`config.mk`:
```
export PLATFORM = sky130hd
export DESIGN_NAME = midi_channel_voice_parser
export DESIGN_NICKNAME = d
export VERILOG_FILES = /design/src/rtl/mcvp_pkg.sv /design/src/rtl/mcvp_parser.sv /design/src/rtl/midi_channel_voice_parser.sv
export SDC_FILE = /design/constraint.sdc
export NUM_CORES = 1
export LEC_CHECK = 0
export BUFFER_PORTS_ARGS = -buffer_cell sky130_fd_sc_hd__clkbuf_2
export CORE_MARGIN = 1.5
export CORE_UTILIZATION = 40
export DETAILED_ROUTE_END_ITERATION = 12
export PLACE_DENSITY = 0.58
export SLEW_MARGIN = 25
export SYNTH_ARGS = -nofsm -noshare
export SYNTH_HDL_FRONTEND = slang
export SYNTH_HIERARCHICAL = 1
export SYNTH_SLANG_ARGS = --single-unit
```
`constraint.sdc`:
```
create_clock -name clock -period 4.9 [get_ports clock]
set_clock_uncertainty 0.2 [all_clocks]
set_input_delay 0.98 -clock clock [delete_from_list [all_inputs] [get_ports clock]]
set_output_delay 0.98 -clock clock [all_outputs]
set_load 0.02 [all_outputs]
```
`src/rtl/mcvp_pkg.sv`:
```
// shared types and constants for the midi channel voice parser
// no dependencies; imported by mcvp_parser and midi_channel_voice_parser
`default_nettype none

package mcvp_pkg;

   localparam int RxByteWidth  = 8;
   localparam int DataWidth    = 7;
   localparam int KindWidth    = 2;
   localparam int ChannelWidth = 5;

   localparam logic [ChannelWidth-1:0] ChannelReset = 5'd1;

   // event kinds as reported on the result port
   localparam logic [KindWidth-1:0] KIND_NOTE_OFF = 2'd0;
   localparam logic [KindWidth-1:0] KIND_NOTE_ON  = 2'd1;
   localparam logic [KindWidth-1:0] KIND_CONTROL  = 2'd2;

   // high nibble of the voice status bytes that are parsed
   localparam logic [3:0] STATUS_NOTE_OFF = 4'h8;
   localparam logic [3:0] STATUS_NOTE_ON  = 4'h9;
   localparam logic [3:0] STATUS_CONTROL  = 4'hB;
   // high nibble shared by system common and real-time bytes
   localparam logic [3:0] STATUS_SYSTEM   = 4'hF;

   typedef struct packed {
      logic                 valid;
      logic [KindWidth-1:0] kind;
      logic [DataWidth-1:0] number;
      logic [DataWidth-1:0] value;
   } event_type;

endpackage

`default_nettype wire

```
`src/rtl/mcvp_parser.sv`:
```
// running status state and per-byte decode of note off, note on and control change
// depends on mcvp_pkg
`default_nettype none

module mcvp_parser (
   input  wire logic                                 clock,
   input  wire logic                                 reset,
   input  wire logic                                 step_en,
   input  wire logic [mcvp_pkg::RxByteWidth-1:0]     rx_byte,
   input  wire logic [mcvp_pkg::ChannelWidth-1:0]    midi_channel,
   output mcvp_pkg::event_type                       evt
);
   import mcvp_pkg::*;

   logic [RxByteWidth-1:0] running_status_ff, running_status_in;
   logic [DataWidth-1:0]   first_data_ff, first_data_in;
   logic                   have_first_ff, have_first_in;

   logic                   is_voice;
   logic                   is_common;
   logic                   is_data;
   logic                   chan_match;
   logic                   kind_ok;
   logic [KindWidth-1:0]   kind;

   always_comb begin
      is_voice  = rx_byte[7] && (rx_byte[7:4] != STATUS_SYSTEM);
      is_common = (rx_byte[7:4] == STATUS_SYSTEM) && !rx_byte[3];
      is_data   = !rx_byte[7];

      // status low nibble plus one against the one based channel
      chan_match = running_status_ff[7] &&
                   (({1'b0, running_status_ff[3:0]} + ChannelWidth'(1)) == midi_channel);

      kind_ok = 1'b1;
      kind    = KIND_NOTE_OFF;
      unique case (running_status_ff[7:4])
         STATUS_NOTE_OFF: kind = KIND_NOTE_OFF;
         STATUS_NOTE_ON:  kind = KIND_NOTE_ON;
         STATUS_CONTROL:  kind = KIND_CONTROL;
         default:         kind_ok = 1'b0;
      endcase

      running_status_in = running_status_ff;
      first_data_in     = first_data_ff;
      have_first_in     = have_first_ff;
      evt               = '0;

      priority if (is_voice) begin
         running_status_in = rx_byte;
         first_data_in     = '0;
         have_first_in     = 1'b0;
      end else if (is_common) begin
         running_status_in = '0;
      end else if (is_data && chan_match && kind_ok) begin
         if (!have_first_ff) begin
            first_data_in = rx_byte[DataWidth-1:0];
            have_first_in = 1'b1;
         end else begin
            evt.valid     = 1'b1;
            evt.number    = first_data_ff;
            evt.value     = rx_byte[DataWidth-1:0];
            // note on with zero velocity reads as note off
            evt.kind      = ((kind == KIND_NOTE_ON) && (rx_byte[DataWidth-1:0] == '0))
                            ? KIND_NOTE_OFF : kind;
            first_data_in = '0;
            have_first_in = 1'b0;
         end
      end else begin
         // real-time bytes and unmatched data leave the state alone
      end

      if (!step_en) begin
         evt.valid = 1'b0;
      end
   end

   always_ff @(posedge clock) begin
      if (reset) begin
         running_status_ff <= '0;
         first_data_ff     <= '0;
         have_first_ff     <= 1'b0;
      end else if (step_en) begin
         running_status_ff <= running_status_in;
         first_data_ff     <= first_data_in;
         have_first_ff     <= have_first_in;
      end
   end

endmodule

`default_nettype wire

```
`src/rtl/midi_channel_voice_parser.sv`:
```
// a taken byte is held in the input register, then its event is registered for rsp_
// throughput: one byte per cycle unless a held result waits on rsp_ready
// reset: synchronous active high; clears running status, held data byte, both valid flags,
// and sets the listened channel to 1
// depends on mcvp_pkg and mcvp_parser
`default_nettype none

module midi_channel_voice_parser (
   input  wire logic                                 clock,
   input  wire logic                                 reset,
   // input word: one raw midi byte
   input  wire logic                                 req_valid,
   output      logic                                 req_ready,
   input  wire logic [mcvp_pkg::RxByteWidth-1:0]     req_rx_byte,
   // result word: one channel voice event
   output      logic                                 rsp_valid,
   input  wire logic                                 rsp_ready,
   output      logic [mcvp_pkg::KindWidth-1:0]       rsp_event_kind,
   output      logic [mcvp_pkg::DataWidth-1:0]       rsp_number,
   output      logic [mcvp_pkg::DataWidth-1:0]       rsp_value,
   // configuration: listened channel, one based
   input  wire logic                                 csr_valid,
   output      logic                                 csr_ready,
   input  wire logic [mcvp_pkg::ChannelWidth-1:0]    csr_midi_channel
);
   import mcvp_pkg::*;

   // channel register, always writable
   logic [ChannelWidth-1:0] midi_channel_ff;

   // input register stage
   logic                    in_valid_ff;
   logic [RxByteWidth-1:0]  in_byte_ff;

   // result register
   logic                    out_valid_ff;
   logic [KindWidth-1:0]    out_kind_ff;
   logic [DataWidth-1:0]    out_number_ff;
   logic [DataWidth-1:0]    out_value_ff;

   logic                    out_free;
   logic                    advance;
   event_type               evt;

   // the held byte moves on whenever the result register is empty or being drained
   assign out_free  = !out_valid_ff || rsp_ready;
   assign advance   = in_valid_ff && out_free;
   // input register refills in the same cycle it empties
   assign req_ready = !in_valid_ff || out_free;
   assign csr_ready = 1'b1;

   always_ff @(posedge clock) begin
      if (reset) begin
         midi_channel_ff <= ChannelReset;
      end else if (csr_valid) begin
         midi_channel_ff <= csr_midi_channel;
      end
   end

   always_ff @(posedge clock) begin
      if (reset) begin
         in_valid_ff <= 1'b0;
      end else if (req_ready) begin
         in_valid_ff <= req_valid;
      end
   end

   always_ff @(posedge clock) begin
      if (req_valid && req_ready) begin
         in_byte_ff <= req_rx_byte;
      end
   end

   // running status tracking and event decode for the held byte
   mcvp_parser u_parser (
      .clock        (clock),
      .reset        (reset),
      .step_en      (advance),
      .rx_byte      (in_byte_ff),
      .midi_channel (midi_channel_ff),
      .evt          (evt)
   );

   // result register: loaded when a byte is decoded, cleared once taken
   always_ff @(posedge clock) begin
      if (reset) begin
         out_valid_ff <= 1'b0;
      end else if (advance) begin
         out_valid_ff <= evt.valid;
      end else if (rsp_ready) begin
         out_valid_ff <= 1'b0;
      end
   end

   always_ff @(posedge clock) begin
      if (advance && evt.valid) begin
         out_kind_ff   <= evt.kind;
         out_number_ff <= evt.number;
         out_value_ff  <= evt.value;
      end
   end

   assign rsp_valid      = out_valid_ff;
   assign rsp_event_kind = out_kind_ff;
   assign rsp_number     = out_number_ff;
   assign rsp_value      = out_value_ff;

endmodule

`default_nettype wire
```
# After elaboration in Yosys (flattened, before gate mapping)
# Cells that the tools add are included.
[op_classes] muxes=20 n_reduce_logical=24 eq_ne=8 bitwise=2 add_sub_neg=1
[op_table] op="two-way mux 17 bit" count=4
[op_table] op="two-way mux 7 bit" count=4
[op_table] op="equality test 4 bit, second input constant" count=4
[op_table] op="two-way mux 8 bit" count=2
[op_table] op="logical AND 1 bit" count=9
[op_table] op="two-way mux 1 bit" count=8
[op_table] op="logical NOT 7 bit" count=1
[op_table] op="nonzero test 2 bit" count=3
[op_table] op="adder 4 x 1 -> 5 bit, second input constant" count=1
[op_table] op="equality test 5 bit" count=1
[op_table] op="OR reduction 5 bit" count=1
[op_table] op="logical NOT 1 bit" count=4
[op_table] op="inequality test 4 bit, second input constant" count=1
[op_table] op="one-hot mux 2 bit (2 select lines)" count=1
[op_table] op="OR reduction 4 bit" count=1
[op_table] op="AND reduction 3 bit" count=1
[op_table] op="OR reduction 3 bit" count=1
[op_table] op="equality test 2 x 1 -> 1 bit, second input constant" count=1
[op_table] op="logical OR 1 bit" count=2
[op_table] op="two-way mux 2 bit" count=1
[op_table] op="inequality test 2 x 1 -> 1 bit, second input constant" count=1
[op_table] op="NOT 1 bit" count=2
[op_table] op="AND reduction 2 bit" count=1
[word_totals] regBits=47 inputBits=18 word_cells=65

# Longest topological paths before layout
# Gate-level depths: netlist of run 1.
[logic_depth] ltp_word=11 ltp_mapped=7 depth_no_buf=7

# By module
# Netlist of run 1, hierarchy kept.
[modules_own_cells] module="midi_channel_voice_parser" seq_area_each_um2=860.8 n_inst=1 area_each_um2=1006.0 cells_each=53
[modules_own_cells] module="mcvp_parser" seq_area_each_um2=320.3 n_inst=1 area_each_um2=855.8 cells_each=94

# Least setup slack after synthesis of run 1
# No wires, ideal clock.
[synth_path] kind="register -> register" startpoint="register u_parser.running_status_ff[0]" endpoint="register out_kind_ff[0], in the netlist rsp_event_kind[0], enable pin" required_ns=4.310 t_arrival_ns=2.433 path_buffers=0 stages_incl_launch_ff=8 slack_ns=1.877 period_less_slack_ns=3.023 path_cell_list="dfxtp_1 ha_1 xnor2_1 o2111ai_1 a2111oi_2 and2_1 nand2_1 nor2b_1"
[synth_lines] element="start: declaration" line="mcvp_parser.sv:15" source="logic [RxByteWidth-1:0] running_status_ff, running_status_in;"
[synth_lines] element="start signal: assignment" line="mcvp_parser.sv:84" source="running_status_ff <= running_status_in;"
[synth_lines] element="end signal: assignment" line="midi_channel_voice_parser.sv:97" source="out_kind_ff <= evt.kind;"
[synth_lines] element="end: declaration" line="midi_channel_voice_parser.sv:37" source="logic [KindWidth-1:0] out_kind_ff;"

==> flow_metrics.env, run 1 <==
export IMPL_status="finished clean"
export IMPL_slew_headroom_pct=63.4
export IMPL_crit_end="rsp_value[3]$_DFFE_PP_"
export IMPL_ys_flop_type="edfxtp_1"
export IMPL_tightest_slew_ps=549
export IMPL_cts_root_buf="clkbuf_8"
export IMPL_dr_wl_met3_um=210
export IMPL_grt_overflow_total=0
export IMPL_final_setup_tns_ps=0
export IMPL_cp_data_arrival_time_ps=2540
export IMPL_met2WireLength_mm=1.61
export IMPL_drt_iter0_markers=55
export IMPL_maxSlewViolCount=0
export IMPL_reg2reg_from="u_parser/running_status_ff[0]$_SDFFE_PP0P_"
export IMPL_nets=205
export IMPL_syn_area_mm2=0.00186
export IMPL_area_delta_synth_final_pct=17.4
export IMPL_ios=37
export IMPL_cp_startpoint="u_parser/running_status_ff[0]$_SDFFE_PP0P_"
export IMPL_synth_nets=166
export IMPL_chipWidth_um=71.2
export IMPL_cp_data_required_time_ps=4700
export IMPL_post_drt_wl_per_cell_um=14.6
export IMPL_wirelength_mm=3.50
export IMPL_synthCells=147
export IMPL_stdcell_area_mm2=0.00219
export IMPL_r2r_cells=9
export IMPL_worstSetupEndpointType="register"
export IMPL_p_per_area_mw_per_mm2=330
export IMPL_clock_sinks=47
export IMPL_synth_top_cells_by_count="24 x edfxtp_1, 23 x dfxtp_1, 16 x and2_1"
export IMPL_synth_top_cell_by_area="edfxtp_1"
export IMPL_drcViolationCount=0
export IMPL_clockBufferDepth=2
export IMPL_path_common_cell="buf_4"
export IMPL_fin_crit_ps=2740
export IMPL_viasPerCell=5.22
export IMPL_worstReg2RegEnd="rsp_value[3]$_DFFE_PP_"
export IMPL_critical_path_class="register to register"
export IMPL_routed_via_count=1248
export IMPL_vdd_drop_max_uv=164
export IMPL_fmax_mhz=365
export IMPL_ys_seq_area_share_pct=63.4
export IMPL_syn_avg_cell_area_um2=12.7
export IMPL_synth_most_common_cell="edfxtp_1"
export IMPL_leakage_nw=0.910
export IMPL_path_max_fanout=16
export IMPL_synth_top_area_share_pct=38.7
export IMPL_clk_latency_ps=310
export IMPL_core_area_mm2=0.00441
export IMPL_yosys_top_cells_area="edfxtp_1 39%, dfxtp_1 25%, and2_1 5.4%"
export IMPL_finalHoldViolations=0
export IMPL_antenna_found_initial=0
export IMPL_grt_pass1_vias=1273
export IMPL_cts_resized=0
export IMPL_synth_edff_count=24
export IMPL_maxCapViolCount=0
export IMPL_dp_hpwl_mm=2.51
export IMPL_track_usage_pct=15.8
export IMPL_htreeDepth=2
export IMPL_place_gp_congestion=0.771
export IMPL_clk_pin_slew_ps=80
export IMPL_r2r_setup_slack_ps=2160
export IMPL_die_h_um=71.2
export IMPL_slowest_delay_ps=360
export IMPL_cpMaxStageDelayCell="a2111oi_2"
export IMPL_grt_max_degree=19
export IMPL_top_layer_used="met4"
export IMPL_port_buffers=35
export IMPL_yosysWarnings=6
export IMPL_yosys_register_bits=47
export IMPL_placed_area_mm2=0.00209
export IMPL_synthArstFlopShare_pct=0
export IMPL_postRouteAntennaNets=0
export IMPL_rsz0062_at_grt="no"
export IMPL_cts_hold_fix_buffers=0
export IMPL_drt_pass1_iter_count=4
export IMPL_ys_types=38
export IMPL_critPathLaunchType="register"
export IMPL_diodes=0
export IMPL_wl_met1_mm=1.60
export IMPL_drive_gt1_share_pct=26.2
export IMPL_cts_tree="yes"
export IMPL_start_util_pct=42.2
export IMPL_hp_class="register to register"
export IMPL_post_cts_buffers=0
export IMPL_grt_pass1_wl_mm=5.99
export IMPL_setup_viol=0
export IMPL_fill_cells=418
export IMPL_row_count=24
export IMPL_cts_buffers=5
export IMPL_fin_crit_sh_pct=55.9
export IMPL_dieArea_mm2=0.00507
export IMPL_crit_chain="ha_1 > xnor2_1 > o2111ai_1 > a2111oi_2 > buf_4 > and2_1 > nand2_1 > nor2b_1 > buf_4"
-- critical path, delay by kind of cell (launching register included) --
family,cells,cell delay [ps]
flip-flops,1,350
AND/OR/NAND/NOR,3,330
XOR/XNOR,1,210
buffers and inverters,2,490
adder cells (fa/ha/maj),1,310
AO/OA/AOI/OAI,2,540
-- how the worst min path moves through the flow --
stage,from,to,slack [ps],depth (start not counted)
6_report,u_parser/first_data_ff[6]$_SDFFE_PP0P_,u_parser/first_data_ff[6]$_SDFFE_PP0P_,270,1
5_1_grt,u_parser/first_data_ff[0]$_SDFFE_PP0P_,u_parser/first_data_ff[0]$_SDFFE_PP0P_,290,1
4_1_cts,u_parser/first_data_ff[6]$_SDFFE_PP0P_,u_parser/first_data_ff[6]$_SDFFE_PP0P_,270,1
3_3_place_gp,u_parser/first_data_ff[3]$_SDFFE_PP0P_,u_parser/first_data_ff[3]$_SDFFE_PP0P_,250,1
2_1_floorplan,u_parser/first_data_ff[0]$_SDFFE_PP0P_,u_parser/first_data_ff[0]$_SDFFE_PP0P_,230,1
3_5_place_dp,u_parser/first_data_ff[6]$_SDFFE_PP0P_,u_parser/first_data_ff[6]$_SDFFE_PP0P_,260,1
-- area by class of cell --
cell class | instances | area [µm²] | share of cell area [%]
multi-input cells | 92 | 639 | 29.3
repair buffers | 37 | 190 | 8.70
clock buffers | 6 | 82.6 | 3.78
flip-flops and latches | 47 | 1180 | 54.0
inverters | 3 | 11.3 | 0.515
well taps | 52 | 65.1 | 2.98
clock inverters | 2 | 16.3 | 0.744
-- layer usage --
metal / up-vias / global-route usage, %
met5: - / 0
met4: 0 / 6.92
met3: 5 / 6.05
met2: 46 / 23.8
met1: 579 / 20.3
li1: 618 / -
-- power by group --
group / leakage, nW / switching [mW] / internal, mW / total, mW
Clock: 0.0474 / 0.132 / 0.115 / 0.247
Sequential: 0.452 / 0.0143 / 0.422 / 0.437
Combinational: 0.411 / 0.0197 / 0.0174 / 0.0371
Total: 0.910 / 0.166 / 0.555 / 0.721
-- kinds of logic after synthesis --
group | count (synthesis) | share of synthesized area [%]
multiplexers | 4 | 2.15
flip-flops | 47 | 63.4
XOR/XNOR | 5 | 2.35
other | 1 | 0.201
buffers and inverters | 8 | 2.22
AO/OA/AOI/OAI | 28 | 12.6
adder cells (fa/ha/maj) | 1 | 0.672
AND/OR/NAND/NOR | 53 | 16.3
-- placed cells by master (no fill, tap or decap), drive strengths merged, types with 3 or more instances in the layout --
cell,count
clkbuf,41
nor2,14
and2,16
a22oi,8
a21oi,5
mux2i,4
nand3,3
inv,3
a22o,7
edfxtp,24
dfxtp,23
nor2b,4
xnor2,3
-- sequential cells by signal, summed over array words and instances (netlist names) --
name	count
in_byte_ff	8
in_valid_ff	1
midi_channel_ff	5
rsp_event_kind	2
rsp_number	7
rsp_valid	1
rsp_value	7
u_parser/first_data_ff	7
u_parser/have_first_ff	1
u_parser/running_status_ff	8
-- metrics by stage --
stage,cells,hold WS [ps],utilization [%],total power [mW],setup slack [ps]
4_1_cts,239,274,49.5,0.728,2170
5_1_grt,239,294,49.5,0.754,2000
2_1_floorplan,147,234,-,0.467,1880
6_report,239,268,49.5,0.721,2160
3_5_place_dp,231,255,47.3,0.483,2190
3_3_place_gp,231,248,47.3,0.481,2320
(Power assumes the default switching activity.)
==> run 2, diff against run 1 <==
--- a/config.mk
+++ b/config.mk
@@ -9,7 +9,7 @@
 export CORE_MARGIN = 1.5
 export CORE_UTILIZATION = 40
 export DETAILED_ROUTE_END_ITERATION = 12
-export PLACE_DENSITY = 0.58
+export PLACE_DENSITY = 0.6
 export SLEW_MARGIN = 25
 export SYNTH_ARGS = -nofsm -noshare
 export SYNTH_HDL_FRONTEND = slang
==> constraint.sdc (replaced) <==
create_clock -name clock -period 2.3 [get_ports clock]
set_clock_uncertainty 0.2 [all_clocks]
set_input_delay 0.46 -clock clock [delete_from_list [all_inputs] [get_ports clock]]
set_output_delay 0.46 -clock clock [all_outputs]
set_load 0.02 [all_outputs]
==> flow_metrics.env, run 2 (synthesis results as in run 1) <==
export IMPL_dieArea_mm2=0.00507
export IMPL_place_ws_ps=29.7
export IMPL_clock_sinks=47
export IMPL_post_drt_wl_per_cell_um=15.7
export IMPL_hp_class="primary input to register"
export IMPL_p_per_area_mw_per_mm2=715
export IMPL_r2r_setup_slack_ps=80
export IMPL_whs_ps=129
export IMPL_setup_viol=0
export IMPL_clockPowerShare_pct=38.6
export IMPL_intPower_mw=1.30
export IMPL_layout_commonest_cell="clkbuf_2"
export IMPL_ios=37
export IMPL_vdd_drop_max_uv=355
export IMPL_most_common_layout_cells="35 x clkbuf_2, 24 x edfxtp_1, 21 x dfxtp_1, 15 x and2_1, 14 x nor2_1"
export IMPL_port_buffers=35
export IMPL_cp_data_arrival_time_ps=2050
export IMPL_slowest_delay_ps=380
export IMPL_finalHoldViolations=0
export IMPL_place_gp_congestion=0.758
export IMPL_combPwrFrac_pct=5.7
export IMPL_maxCapViolCount=0
export IMPL_fmax_mhz=450
export IMPL_dr_wl_met3_um=170
export IMPL_clk_latency_ps=300
export IMPL_htreeDepth=2
export IMPL_met2WireLength_mm=1.87
export IMPL_finalWorstSetupSlack_ps=75.8
export IMPL_track_usage_pct=16.2
export IMPL_r2r_cells=8
export IMPL_reg_largest_list="in_byte_ff x8, u_parser/running_status_ff x8"
export IMPL_crit_family="simple AND/OR/NAND/NOR gates"
export IMPL_drcViolationCount=0
export IMPL_nets=208
export IMPL_critical_path_class="register to register"
export IMPL_wirelength_mm=3.79
export IMPL_post_route_util_pct=52.8
export IMPL_drt_iter0_markers=79
export IMPL_cts_hold_fix_buffers=0
export IMPL_stdcell_area_mm2=0.00233
export IMPL_maxSlewViolCount=0
export IMPL_cts_buffers=5
export IMPL_grt_overflow_total=0
export IMPL_die_h_um=71.2
export IMPL_worstReg2RegEnd="rsp_number[2]$_DFFE_PP_"
export IMPL_grt_pass1_vias=1271
export IMPL_crit_chain="ha_4 > nor3b_4 > o21ai_2 > a2111oi_4 > and2_4 > nand2_4 > nor2b_4 > buf_12"
export IMPL_total_power_mw=1.67
export IMPL_start_util_pct=42.2
export IMPL_critPathLaunchType="register"
export IMPL_top_layer_used="met4"
export IMPL_cts_root_buf="clkbuf_8"
export IMPL_cp_num_buf_inv=1
export IMPL_leakage_nw=0.971
export IMPL_clk_pin_slew_ps=80
export IMPL_cp_data_required_time_ps=2120
export IMPL_switchingPower_mw=0.367
export IMPL_routed_via_count=1306
export IMPL_diodes=0
export IMPL_antenna_found_initial=0
export IMPL_chipWidth_um=71.2
export IMPL_wl_met1_mm=1.68
export IMPL_clockBufferDepth=2
export IMPL_hold_depth=1
export IMPL_seqPwrFrac_pct=55.8
export IMPL_final_setup_tns_ps=0
export IMPL_drive_gt1_share_pct=33.7
export IMPL_row_count=24
export IMPL_worstSetupEndpointType="register"
export IMPL_viasPerCell=5.40
export IMPL_status="finished clean"
export IMPL_cpMaxStageDelayCell="a2111oi_4"
export IMPL_fin_crit_ps=2220
export IMPL_postRouteAntennaNets=0
export IMPL_core_area_mm2=0.00441
export IMPL_p_sw_share_pct=22.0
export IMPL_post_cts_buffers=0
export IMPL_area_delta_synth_final_pct=25.1
export IMPL_grt_pass1_wl_mm=6.24
export IMPL_holdPathEnd="in_byte_ff[7]$_DFFE_PP_"
export IMPL_grt_max_degree=18
export IMPL_path_max_fanout=16
export IMPL_placed_area_mm2=0.00216
export IMPL_drt_pass1_iter_count=4
export IMPL_cts_tree="yes"
export IMPL_hp_start="req_rx_byte[7]"
export IMPL_fin_crit_sh_pct=96.7
export IMPL_reg2reg_from="u_parser/running_status_ff[1]$_SDFFE_PP0P_"
export IMPL_dp_hpwl_mm=2.71
export IMPL_dp_cells=234
export IMPL_final_cells=242
[run 2: how the worst max path moves through the flow]
stage	endpoint	slack, ps	start	cells past startpoint
6_report	rsp_number[2]$_DFFE_PP_	80	u_parser/running_status_ff[1]$_SDFFE_PP0P_	8
5_1_grt	rsp_event_kind[1]$_DFFE_PP_	-20	u_parser/running_status_ff[0]$_SDFFE_PP0P_	8
4_1_cts	rsp_number[2]$_DFFE_PP_	40	u_parser/running_status_ff[0]$_SDFFE_PP0P_	8
3_5_place_dp	rsp_value[0]$_DFFE_PP_	30	u_parser/running_status_ff[0]$_SDFFE_PP0P_	8
3_3_place_gp	rsp_value[4]$_DFFE_PP_	120	u_parser/running_status_ff[0]$_SDFFE_PP0P_	8
2_1_floorplan	rsp_event_kind[0]$_DFFE_PP_	-9	u_parser/running_status_ff[0]$_SDFFE_PP0P_	7
[run 2: power by group through the flow]
stage,registers (mW),logic (mW),clock network (mW)
floorplan,0.938,0.0601,0
global placement,0.946,0.0856,0
detailed placement,0.948,0.0897,0
CTS,0.929,0.0938,0.654
global route,0.933,0.105,0.692
finish,0.929,0.0945,0.643
[run 2: layout make-up]
| cell class | instances | area, µm² |
|---|---|---|
| clock buffers | 6 | 82.6 |
| clock inverters | 2 | 38.8 |
| fillers | 395 | 2080 |
| inverters | 3 | 11.3 |
| multi-input cells | 92 | 721 |
| flip-flops and latches | 47 | 1190 |
| well taps | 52 | 65.1 |
| repair buffers | 40 | 225 |
[run 2: per-layer routing]
| layer | vias up | track usage, % |
|---|---|---|
| met5 | - | 0 |
| met4 | 0 | 6.92 |
| met3 | 6 | 4.22 |
| met2 | 42 | 26.1 |
| met1 | 637 | 20.7 |
| li1 | 621 | - |
[run 2: timing repair]
item	CTS	global route
gates cloned	0	0
gates resized for setup	2	7
pin swaps	0	2
setup endpoints to repair	16	18
==> run 3, diff against run 2 <==
--- a/config.mk
+++ b/config.mk
@@ -9,7 +9,7 @@
 export CORE_MARGIN = 1.5
 export CORE_UTILIZATION = 40
 export DETAILED_ROUTE_END_ITERATION = 12
-export PLACE_DENSITY = 0.6
+export PLACE_DENSITY = 0.58
 export SLEW_MARGIN = 25
 export SYNTH_ARGS = -nofsm -noshare
 export SYNTH_HDL_FRONTEND = slang
==> constraint.sdc (replaced) <==
create_clock -name clock -period 2.5 [get_ports clock]
set_clock_uncertainty 0.2 [all_clocks]
set_input_delay 0.5 -clock clock [delete_from_list [all_inputs] [get_ports clock]]
set_output_delay 0.5 -clock clock [all_outputs]
set_load 0.02 [all_outputs]
==> flow_metrics.env, run 3 (synthesis results as in run 1) <==
export IMPL_total_power_mw=1.38
export IMPL_htreeDepth=2
export IMPL_grt_max_degree=18
export IMPL_diodes=0
export IMPL_critical_path_depth=8
export IMPL_critPathLaunchType="register"
export IMPL_path_max_fanout=16
export IMPL_clockBufferDepth=2
export IMPL_clk_latency_ps=300
export IMPL_hp_class="primary input to register"
export IMPL_drt_iter0_markers=79
export IMPL_chipWidth_um=71.2
export IMPL_holdPathEnd="in_byte_ff[0]$_DFFE_PP_"
export IMPL_post_cts_buffers=0
export IMPL_crit_chain="ha_2 > xnor2_1 > o2111ai_2 > a2111oi_4 > and2_1 > nand2_1 > nor2b_4 > buf_12"
export IMPL_fin_crit_sh_pct=94.2
export IMPL_cts_buffers=5
export IMPL_r2r_setup_slack_ps=140
export IMPL_place_gp_congestion=0.804
export IMPL_antenna_found_initial=0
export IMPL_clock_sinks=47
export IMPL_row_count=24
export IMPL_drt_pass1_iter_count=4
export IMPL_worstReg2RegEnd="rsp_number[5]$_DFFE_PP_"
export IMPL_whs_ps=168
export IMPL_drcViolationCount=0
export IMPL_final_cells=242
export IMPL_vdd_drop_max_uv=426
export IMPL_wirelength_mm=3.52
export IMPL_reg_largest_list="in_byte_ff x8, u_parser/running_status_ff x8"
export IMPL_drive_gt1_share_pct=29.5
export IMPL_maxSlewViolCount=0
export IMPL_critical_path_class="register to register"
export IMPL_die_h_um=71.2
export IMPL_cp_num_buf_inv=1
export IMPL_cts_root_buf="clkbuf_8"
export IMPL_core_area_mm2=0.00441
export IMPL_finalHoldViolations=0
export IMPL_hp_start="req_rx_byte[0]"
export IMPL_slowest_delay_ps=370
export IMPL_final_setup_tns_ps=0
export IMPL_nets=208
export IMPL_grt_overflow_total=0
export IMPL_leakage_nw=0.930
export IMPL_postRouteAntennaNets=0
export IMPL_worstSetupEndpointType="register"
export IMPL_cts_tree="yes"
export IMPL_cp_data_arrival_time_ps=2180
export IMPL_start_util_pct=42.2
export IMPL_grt_pass1_wl_mm=5.72
export IMPL_most_common_layout_cells="35 x clkbuf_2, 24 x edfxtp_1, 22 x dfxtp_1, 16 x and2_1, 14 x nor2_1"
export IMPL_r2r_cells=8
export IMPL_cp_data_required_time_ps=2320
export IMPL_viasPerCell=5.31
export IMPL_post_drt_wl_per_cell_um=14.5
export IMPL_rsz0062_at_grt="no"
export IMPL_fin_crit_ps=2360
export IMPL_clk_pin_slew_ps=80
export IMPL_finalWorstSetupSlack_ps=144
export IMPL_cp_startpoint="u_parser/running_status_ff[1]$_SDFFE_PP0P_"
export IMPL_setup_viol=0
export IMPL_track_usage_pct=14.8
export IMPL_ios=37
export IMPL_port_buffers=35
export IMPL_crit_family="compound AO/OA/AOI/OAI gates"
export IMPL_dp_cells=234
export IMPL_area_delta_synth_final_pct=20.6
export IMPL_dieArea_mm2=0.00507
export IMPL_p_per_area_mw_per_mm2=616
export IMPL_grt_pass1_vias=1196
export IMPL_maxCapViolCount=0
export IMPL_dp_hpwl_mm=2.60
export IMPL_reg2reg_from="u_parser/running_status_ff[1]$_SDFFE_PP0P_"
export IMPL_fill_cells=389
export IMPL_status="finished clean"
export IMPL_routed_via_count=1284
export IMPL_hold_depth=1
export IMPL_place_ws_ps=69.1
export IMPL_layout_commonest_cell="clkbuf_2"
export IMPL_cpMaxStageDelayCell="dfxtp_1"
export IMPL_fmax_mhz=425
-- run 3: area by class of cell --
cell class | count | area (µm²) | area share [%]
well taps | 52 | 65.1 | 2.90
repair buffers | 40 | 225 | 10.0
inverters | 3 | 11.3 | 0.501
clock inverters | 2 | 16.3 | 0.724
multi-input cells | 92 | 673 | 30.0
clock buffers | 6 | 72.6 | 3.23
flip-flops and latches | 47 | 1180 | 52.6
-- run 3: what timing repair did --
item / in CTS / in global routing
setup endpoints to repair: 0 / 17
hold buffers: 0 / 0
resized for setup: 0 / 4
-- run 3: through the flow --
stage	area, µm²	utilization [%]
final	2250	50.9
after global routing	2250	50.9
after CTS	2230	50.5
after detailed placement	2140	48.5
after global placement	2140	48.5
after floorplan	1880	-
-- run 3: per-layer routing --
layer	routed length (µm)	vias up	GRT usage, %
met5	0	-	0
li1	-	622	-
met2	1790	35	25.1
met1	1500	622	17.7
met3	179	5	5.06
met4	49	0	5.03
-- run 3: worst register-to-register path, delay by kind of cell (launching register included) --
| kind | cells | cell delay, ps |
|---|---|---|
| AOI/OAI and AO/OA | 2 | 450 |
| xor gates and xnor gates | 1 | 230 |
| and+or+nand+nor | 3 | 400 |
| adders and majority gates | 1 | 290 |
| buffers and inverters | 1 | 150 |
| DFF | 1 | 370 |
-- run 3: worst max path at each step --
stage               slack (ps)                           to
finish                     140      rsp_number[5]$_DFFE_PP_
global placement           170       rsp_value[1]$_DFFE_PP_
floorplan                   70  rsp_event_kind[0]$_DFFE_PP_
detailed placement          70  rsp_event_kind[0]$_DFFE_PP_
CTS                         50  rsp_event_kind[0]$_DFFE_PP_
global route                40      rsp_number[6]$_DFFE_PP_
-- run 3: power by group --
group          leakage (nW)  internal [mW]  switching, mW
clock                0.0418          0.201          0.248
sequential            0.452          0.828         0.0254
combinational         0.436         0.0371         0.0435
